`src/kpm_pkg.sv`:
```
// Shared types, constants and fixed CRC tables for the keystream preimage matcher.
// No dependencies; imported by kpm_table, kpm_match and keystream_preimage_matcher.
package kpm_pkg;

  localparam int unsigned ROW_LEN  = 64;
  localparam int unsigned ROW_W    = 6;
  localparam int unsigned ROWS     = 256;
  localparam int unsigned KEY_W    = 14;
  localparam int unsigned KEY_SPAN = 16384;
  localparam int unsigned OFF_W    = 16;
  localparam int unsigned IDX_W    = 8;
  localparam int unsigned ADDR_W   = 14;
  localparam logic [31:0] CRC_POLY = 32'hEDB88320;

  typedef logic [KEY_W-1:0] crc_cmp_tab_t [ROWS];
  typedef logic [IDX_W-1:0] crc_inv_tab_t [ROWS];

  // Sequencer view handed to the compare unit
  typedef struct packed {
    logic run;      // an item is in progress
    logic s1_valid; // table read data holds a live preimage
    logic drained;  // all preimages issued and read stage empty
  } kpm_ctl_t;

  // CRC-32 entry of a byte, bit-serial over eight steps
  function automatic logic [31:0] crc_entry(input logic [7:0] b);
    logic [31:0] c;
    c = {24'h0, b};
    for (int j = 0; j < 8; j++) begin
      c = c[0] ? ((c >> 1) ^ CRC_POLY) : (c >> 1);
    end
    return c;
  endfunction

  // Bits 15..2 of each CRC table entry
  function automatic crc_cmp_tab_t build_crc_cmp();
    crc_cmp_tab_t t;
    logic [31:0]  c;
    for (int i = 0; i < ROWS; i++) begin
      c    = crc_entry(IDX_W'(i));
      t[i] = c[15:2];
    end
    return t;
  endfunction

  // Inverse table keyed on bits 10..3 of the CRC entry
  function automatic crc_inv_tab_t build_crc_inv();
    crc_inv_tab_t t;
    logic [31:0]  c;
    for (int i = 0; i < ROWS; i++) begin
      t[i] = '0;
    end
    for (int i = 0; i < ROWS; i++) begin
      c         = crc_entry(IDX_W'(i));
      t[c[10:3]] = IDX_W'(i);
    end
    return t;
  endfunction

  localparam crc_cmp_tab_t CRC_CMP = build_crc_cmp();
  localparam crc_inv_tab_t CRC_INV = build_crc_inv();

endpackage

```
`src/kpm_match.sv`:
```
// Shared CRC inverse lookup and compare unit, pending match and result register.
// Depends on kpm_pkg.
module kpm_match (
  input  logic                      clk,
  input  logic                      rst_n,
  input  kpm_pkg::kpm_ctl_t         ctl,
  input  logic [kpm_pkg::KEY_W-1:0] rd_key,
  input  logic [kpm_pkg::OFF_W-1:0] offset,
  output logic                      adv,
  output logic                      done,
  output logic                      out_valid,
  input  logic                      out_ready,
  output logic [kpm_pkg::IDX_W-1:0] out_match_index,
  output logic                      out_found,
  output logic                      out_last
);
  import kpm_pkg::*;

  logic             s2_v_r;
  logic [OFF_W-1:0] x_r;
  logic [IDX_W-1:0] idx_r;
  logic             pend_v_r;
  logic [IDX_W-1:0] pend_r;
  logic             out_valid_r;
  logic [IDX_W-1:0] out_idx_r;
  logic             out_found_r;
  logic             out_last_r;
  logic [OFF_W-1:0] x_val;
  logic             hit;
  logic             push_mid;
  logic             finish;

  assign x_val    = {(OFF_W-KEY_W)'(0), rd_key} ^ offset;
  assign adv      = !out_valid_r || out_ready;
  assign hit      = s2_v_r && (x_r[OFF_W-1:KEY_W] == '0) && (CRC_CMP[idx_r] == x_r[KEY_W-1:0]);
  assign push_mid = adv && hit && pend_v_r;
  assign finish   = ctl.run && ctl.drained && !s2_v_r && adv;
  assign done     = finish;

  // Inverse lookup stage
  always_ff @(posedge clk) begin
    if (adv) begin
      x_r   <= x_val;
      idx_r <= CRC_INV[x_val[8:1]];
    end
  end

  // Compare stage valid, pending match and result valid
  always_ff @(posedge clk) begin
    if (!rst_n) begin
      s2_v_r      <= 1'b0;
      pend_v_r    <= 1'b0;
      out_valid_r <= 1'b0;
    end else begin
      if (adv) s2_v_r <= ctl.s1_valid;
      if (finish) begin
        pend_v_r <= 1'b0;
      end else if (adv && hit) begin
        pend_v_r <= 1'b1;
      end
      if (finish || push_mid) begin
        out_valid_r <= 1'b1;
      end else if (out_ready) begin
        out_valid_r <= 1'b0;
      end
    end
  end

  // Hold the newest match back until the next one shows whether it is the last
  always_ff @(posedge clk) begin
    if (adv && hit) pend_r <= idx_r;
    if (finish) begin
      out_idx_r   <= pend_v_r ? pend_r : '0;
      out_found_r <= pend_v_r;
      out_last_r  <= 1'b1;
    end else if (push_mid) begin
      out_idx_r   <= pend_r;
      out_found_r <= 1'b1;
      out_last_r  <= 1'b0;
    end
  end

  assign out_valid       = out_valid_r;
  assign out_match_index = out_idx_r;
  assign out_found       = out_found_r;
  assign out_last        = out_last_r;

endmodule

```
`config.mk`:
```
export PLATFORM = sky130hd
export DESIGN_NAME = kpm_match
export DESIGN_NICKNAME = d
export VERILOG_FILES = /design/src/kpm_pkg.sv /design/src/kpm_match.sv
export SDC_FILE = /design/constraint.sdc
export NUM_CORES = 1
export LEC_CHECK = 0
export BUFFER_PORTS_ARGS = -buffer_cell sky130_fd_sc_hd__buf_2
export CAP_MARGIN = 20
export CORE_ASPECT_RATIO = 0.6
export CORE_MARGIN = 1
export CORE_UTILIZATION = 36
export DETAILED_ROUTE_END_ITERATION = 8
export PLACE_DENSITY = 0.58
export REMOVE_ABC_BUFFERS = 1
export SYNTH_ARGS = -nofsm -noshare
export SYNTH_HDL_FRONTEND = slang
export SYNTH_SLANG_ARGS = --single-unit
```
`constraint.sdc`:
```
create_clock -name clk -period 4.4 [get_ports clk]
set_input_delay 1.32 -clock clk [delete_from_list [all_inputs] [get_ports clk]]
set_output_delay 1.32 -clock clk [all_outputs]
set_load 0.02 [all_outputs]
```
## Yosys cells after proc, flatten, opt, wreduce, memory -nomap -nowiden

Memories as Yosys holds them, arrays and structs flattened. A register that Yosys moved wholly into a read port is not among the register bits.
Index checks and enable logic that the tools add are counted.

| storage, ports and cells | value |
|---|---|
| word-level logic and storage cells | 40 |
| bits in registers | 37 |
| bits of input ports | 36 |
| output and inout port bits | 13 |
| memories | 2 |
| ROM bits | 5632 |

Memories:

| memory | words | bits a word | rd ports | clocked after Yosys merged registers in | wr ports | RTL line | text |
|---|---|---|---|---|---|---|---|
| (no name shown) | 256 | 14 | 1 | 0 | 0 | kpm_match.sv:35 | `assign hit = s2_v_r && (x_r[OFF_W-1:KEY_W] == '0) && (CRC_CMP[idx_r] == x_r[KEY_W-1:0]);` |
| (no name shown) | 256 | 8 | 1 | 1 | 0 | kpm_match.sv:44 | `idx_r <= CRC_INV[x_val[8:1]];` |

| cells by class | value |
|---|---|
| bitwise operators | 4 |
| multiplexer cells | 9 |
| reductions and logical operators | 15 |
| eq/ne operators | 1 |
| order comparisons | 1 |

Operator list:

| operator | number |
|---|---|
| $mux 14 | 2 |
| $mux 8 | 3 |
| $not 8->9 | 2 |
| $xor 14x16->16 | 1 |
| $eq 14x14->1 | 1 |
| $ge 9x9->1 const B | 1 |
| $logic_and 1x1->1 | 7 |
| $mux 1 | 4 |
| $reduce_bool 2->1 | 2 |
| $logic_not 1->1 | 2 |
| $logic_not 2->1 | 1 |
| $logic_or 1x1->1 | 2 |
| $reduce_or 2->1 | 1 |
| $not 1->1 | 1 |

## Logic depth before layout (Yosys ltp)

| depth | value |
|---|---|
| word-level depth | 10 |
| mapped depth | 8 |
| mapped depth without buffers | 8 |

## Worst setup path before layout

Ideal clock, no wire load.

| timing path | value |
|---|---|
| path type | input -> output |
| from | input port out_ready |
| to | output port done |
| cell stages on the path | 3 |
| data required time | 3.080 ns |
| path buffers | 0 |
| setup slack | 0.340 ns |
| arrival time | 2.740 ns |
| path through | nand2b_1 > nand3_1 > nor2_1 |

| between the ends | value |
|---|---|
| cells in the longest elaborated chain, start to end | 2 |

Ends and longest elaborated chain:

| item | RTL line | text |
|---|---|---|
| start, declared | kpm_match.sv:12 | `input logic out_ready,` |
| $logic_or 1x1->1 | kpm_match.sv:34 | `assign adv = !out_valid_r \|\| out_ready;` |
| $logic_and 1x1->1 | kpm_match.sv:37 | `assign finish = ctl.run && ctl.drained && !s2_v_r && adv;` |
| end, declared | kpm_match.sv:10 | `output logic done,` |

Every way passes these cells.

## Final worst setup path

Same ends and word-level chain as after synthesis.

==> impl_metrics.tcl <==
set metrics [dict create \
    status "complete, but fails checks" \
    violations "DRC" \
    slew_headroom 0.4401 \
    cts_resized 0 \
    synth_area_per_cell_sq_um 13.64 \
    cts_buffer_depth 2 \
    ff2ff_path_depth 8 \
    clkTransAtPathRegs_ps 90 \
    drt_iter0_drc 33 \
    synth_top_area_frac 0.5612 \
    ys_ff_latch 43 \
    die_area_sq_um 6115 \
    areaGrowthSynthToFinish_pct 21.22 \
    pin_count 49 \
    fp.dieH_um 60.98 \
    fin_worst_hold_slack_ps 514.8 \
    arrival_ps 2110 \
    worstHoldEndpoint "out_last" \
    syn_area_sq_um 2087 \
    r2r_setup_slack_ps 1520 \
    clock_latency_ps 300 \
    nNetsFinal 249 \
    drc_errors 2 \
    regArea_sq_um 1251 \
    rr_startpoint "idx_r[2]" \
    diodes 0 \
    numCtsBuffers 5 \
    pwr-share-clk 0.195 \
    p_sw_mw 0.4320 \
    initial_core_util 0.3747 \
    port_buffers 48 \
    rsz0062_at_grt "false" \
    synthArstFlopShare 0 \
    drt_pre_antenna_iters 6 \
    globalRouteMet3Util 0.04493 \
    hold_depth 1 \
    power_density_nw_per_um2 513.2 \
    cts.sinks 43 \
    dieWidth_um 100.3 \
    grt_pass1_vias 1137 \
    period_minus_slack_ps 3435 \
    hold_class "register to register" \
    cap_violations 0 \
    setup_viol 0 \
    required_ps 3080 \
    grt_util_met1 0.1552 \
    htree_levels 2 \
    antenna_left 0 \
    worstSetupEndpointType "output pin" \
    critical_path_class "input pin to output pin" \
    antenna_found_initial 0 \
    drive_gt1_frac 0.3000 \
    slew_viol_final 0 \
    ys.flop_type "edfxtp_1" \
    hold_viol 0 \
    met2_usage 0.1820 \
    peakVddDrop_v 0.0002000 \
    p_seq_frac 0.452 \
    n_fill_cell 536 \
    vias 1224 \
    grt_max_degree 24 \
    pwr-share-comb 0.353 \
    cts_tree "yes" \
    track_usage 0.1170 \
    fp-row-count 21 \
    yosysSeqAreaShare 0.5995 \
    path_max_fanout 5 \
    core-area_sq_um 5570 \
    min_from "s2_v_r" \
    ctsHoldBuffers 0 \
    synth_cell_types 32 \
    swShare 0.3327 \
    tns_ps 0 \
    cts_root_buf "clkbuf_8" \
    p_leak_nw 1.001 \
    period_share 0.7806 \
    wirelength_um 3279 \
    dpl.hpwl_um 2594 \
    tightest_slew_ps 833.4 \
    viasPerCell 4.221 \
    internal_power_mw 0.8665 \
    gp_congestion 0.7802 \
    yosys.area.top_type "edfxtp_1" \
    finClkSkew_ps 9.836 \
    postCtsSetupBuffers 0 \
    multi_input_area_sq_um 797.0 \
    yosys-top-cells-area "edfxtp_1 56%, xnor2_1 12%, xor2_1 8.4%" \
    grt_pass1_wl_um 5216 \
    netlist_instances 153 \
    overflow 0 \
    routedWlPerCell_um 11.31 \
    yosysWarnings 0 \
    fmax_mhz 291.2 \
    r2r-end "out_match_index[5]" \
    grt_busiest_layer "met2" \
    synth-edff-count 39 \
    worstSetupStartpointType "input pin" \
]
## synth_stat cells (2+ instances only)
| library cell | instances |
|---|---|
| mux2i_1 | 3 |
| a21oi_1 | 2 |
| nor2_1 | 5 |
| nand3_1 | 3 |
| o21ai_0 | 2 |
| dfxtp_1 | 4 |
| xor2_1 | 20 |
| nor3_1 | 3 |
| and3_2 | 2 |
| edfxtp_1 | 39 |
| ha_1 | 4 |
| nand2b_1 | 2 |
| xnor2_1 | 29 |
| nor2b_1 | 9 |
| inv_1 | 9 |
## worst max path at each step
stage	slack [ps]	depth (start not counted)	start	to
after floorplan	340	3	out_ready	done
after global placement	1010	5	out_ready	done
after detailed placement	960	5	out_ready	done
after CTS	950	5	out_ready	done
after global routing	840	5	out_ready	done
final	970	5	out_ready	done
## power groups by stage
stage	clock [mW]	sequential (mW)	combinational, mW
2_1_floorplan	0	0.574	0.370
3_3_place_gp	0	0.598	0.456
3_5_place_dp	0	0.597	0.457
4_1_cts	0.259	0.588	0.463
5_1_grt	0.275	0.596	0.508
6_report	0.253	0.587	0.459
## kinds of logic after synthesis
kind of cell | count (synthesis) | synth area share
xor gates and xnor gates | 50 | 0.2164
DFF | 43 | 0.5995
and+or+nand+nor | 32 | 0.09172
AOI/OAI and AO/OA | 10 | 0.02998
buffers and inverters | 10 | 0.01858
muxes | 4 | 0.01978
adders and majority gates | 4 | 0.02398
## stage by stage
stage          setup slack [ps]    util  cell area [sq um]  power (mW)  cells
2_1_floorplan             340.1       -               2082      0.9445    152
3_3_place_gp               1007  0.4376               2437       1.054    282
3_5_place_dp              961.4  0.4376               2437       1.055    282
4_1_cts                   954.3  0.4542               2530       1.309    290
5_1_grt                   839.8  0.4542               2530       1.378    290
6_report                  965.3  0.4542               2530       1.298    290
## layout make-up
type / instances / area share
multi-input combinational: 100 / 0.3150
inverter: 9 / 0.01335
clock buffer: 5 / 0.02720
tap: 80 / 0.03956
sequential: 43 / 0.4946
clock inverter: 3 / 0.009397
timing repair buffer: 50 / 0.1009
## layout by cell type (no fill, tap or decap), types with 2 or more instances in the layout
master / Yosys / final
buf_4: 0 / 2
inv_1: 9 / 9
buf_2: 1 / 48
o21ai_0: 2 / 2
mux2i_1: 3 / 3
ha_1: 4 / 4
and3_2: 2 / 2
nand2b_1: 2 / 2
a21oi_1: 2 / 2
xnor2_1: 29 / 29
clkbuf_8: 0 / 5
nor2b_1: 9 / 9
dfxtp_1: 4 / 4
nor3_1: 3 / 3
xor2_1: 20 / 20
clkinvlp_4: 0 / 2
nor2_1: 5 / 5
edfxtp_1: 39 / 39
nand3_1: 3 / 3
## registers in the layout, indices dropped and copies added, names as in the netlist, 7 cells and up
signal / count
out_match_index: 8
x_r: 15
idx_r: 7
pend_r: 8
## per-layer routing
| layer | share of wire | up-vias |
|---|---|---|
| met5 | 0 | - |
| met4 | 0.010 | 0 |
| met3 | 0.066 | 5 |
| met2 | 0.39 | 41 |
| met1 | 0.53 | 537 |
| li1 | - | 641 |
## critical path: stages
cell,delay (ps)
buf_2,70
nand2b_1,180
nand3_1,150
nor2_1,190
buf_2,200
No activity file was read; power rests on OpenSTA's default activity.
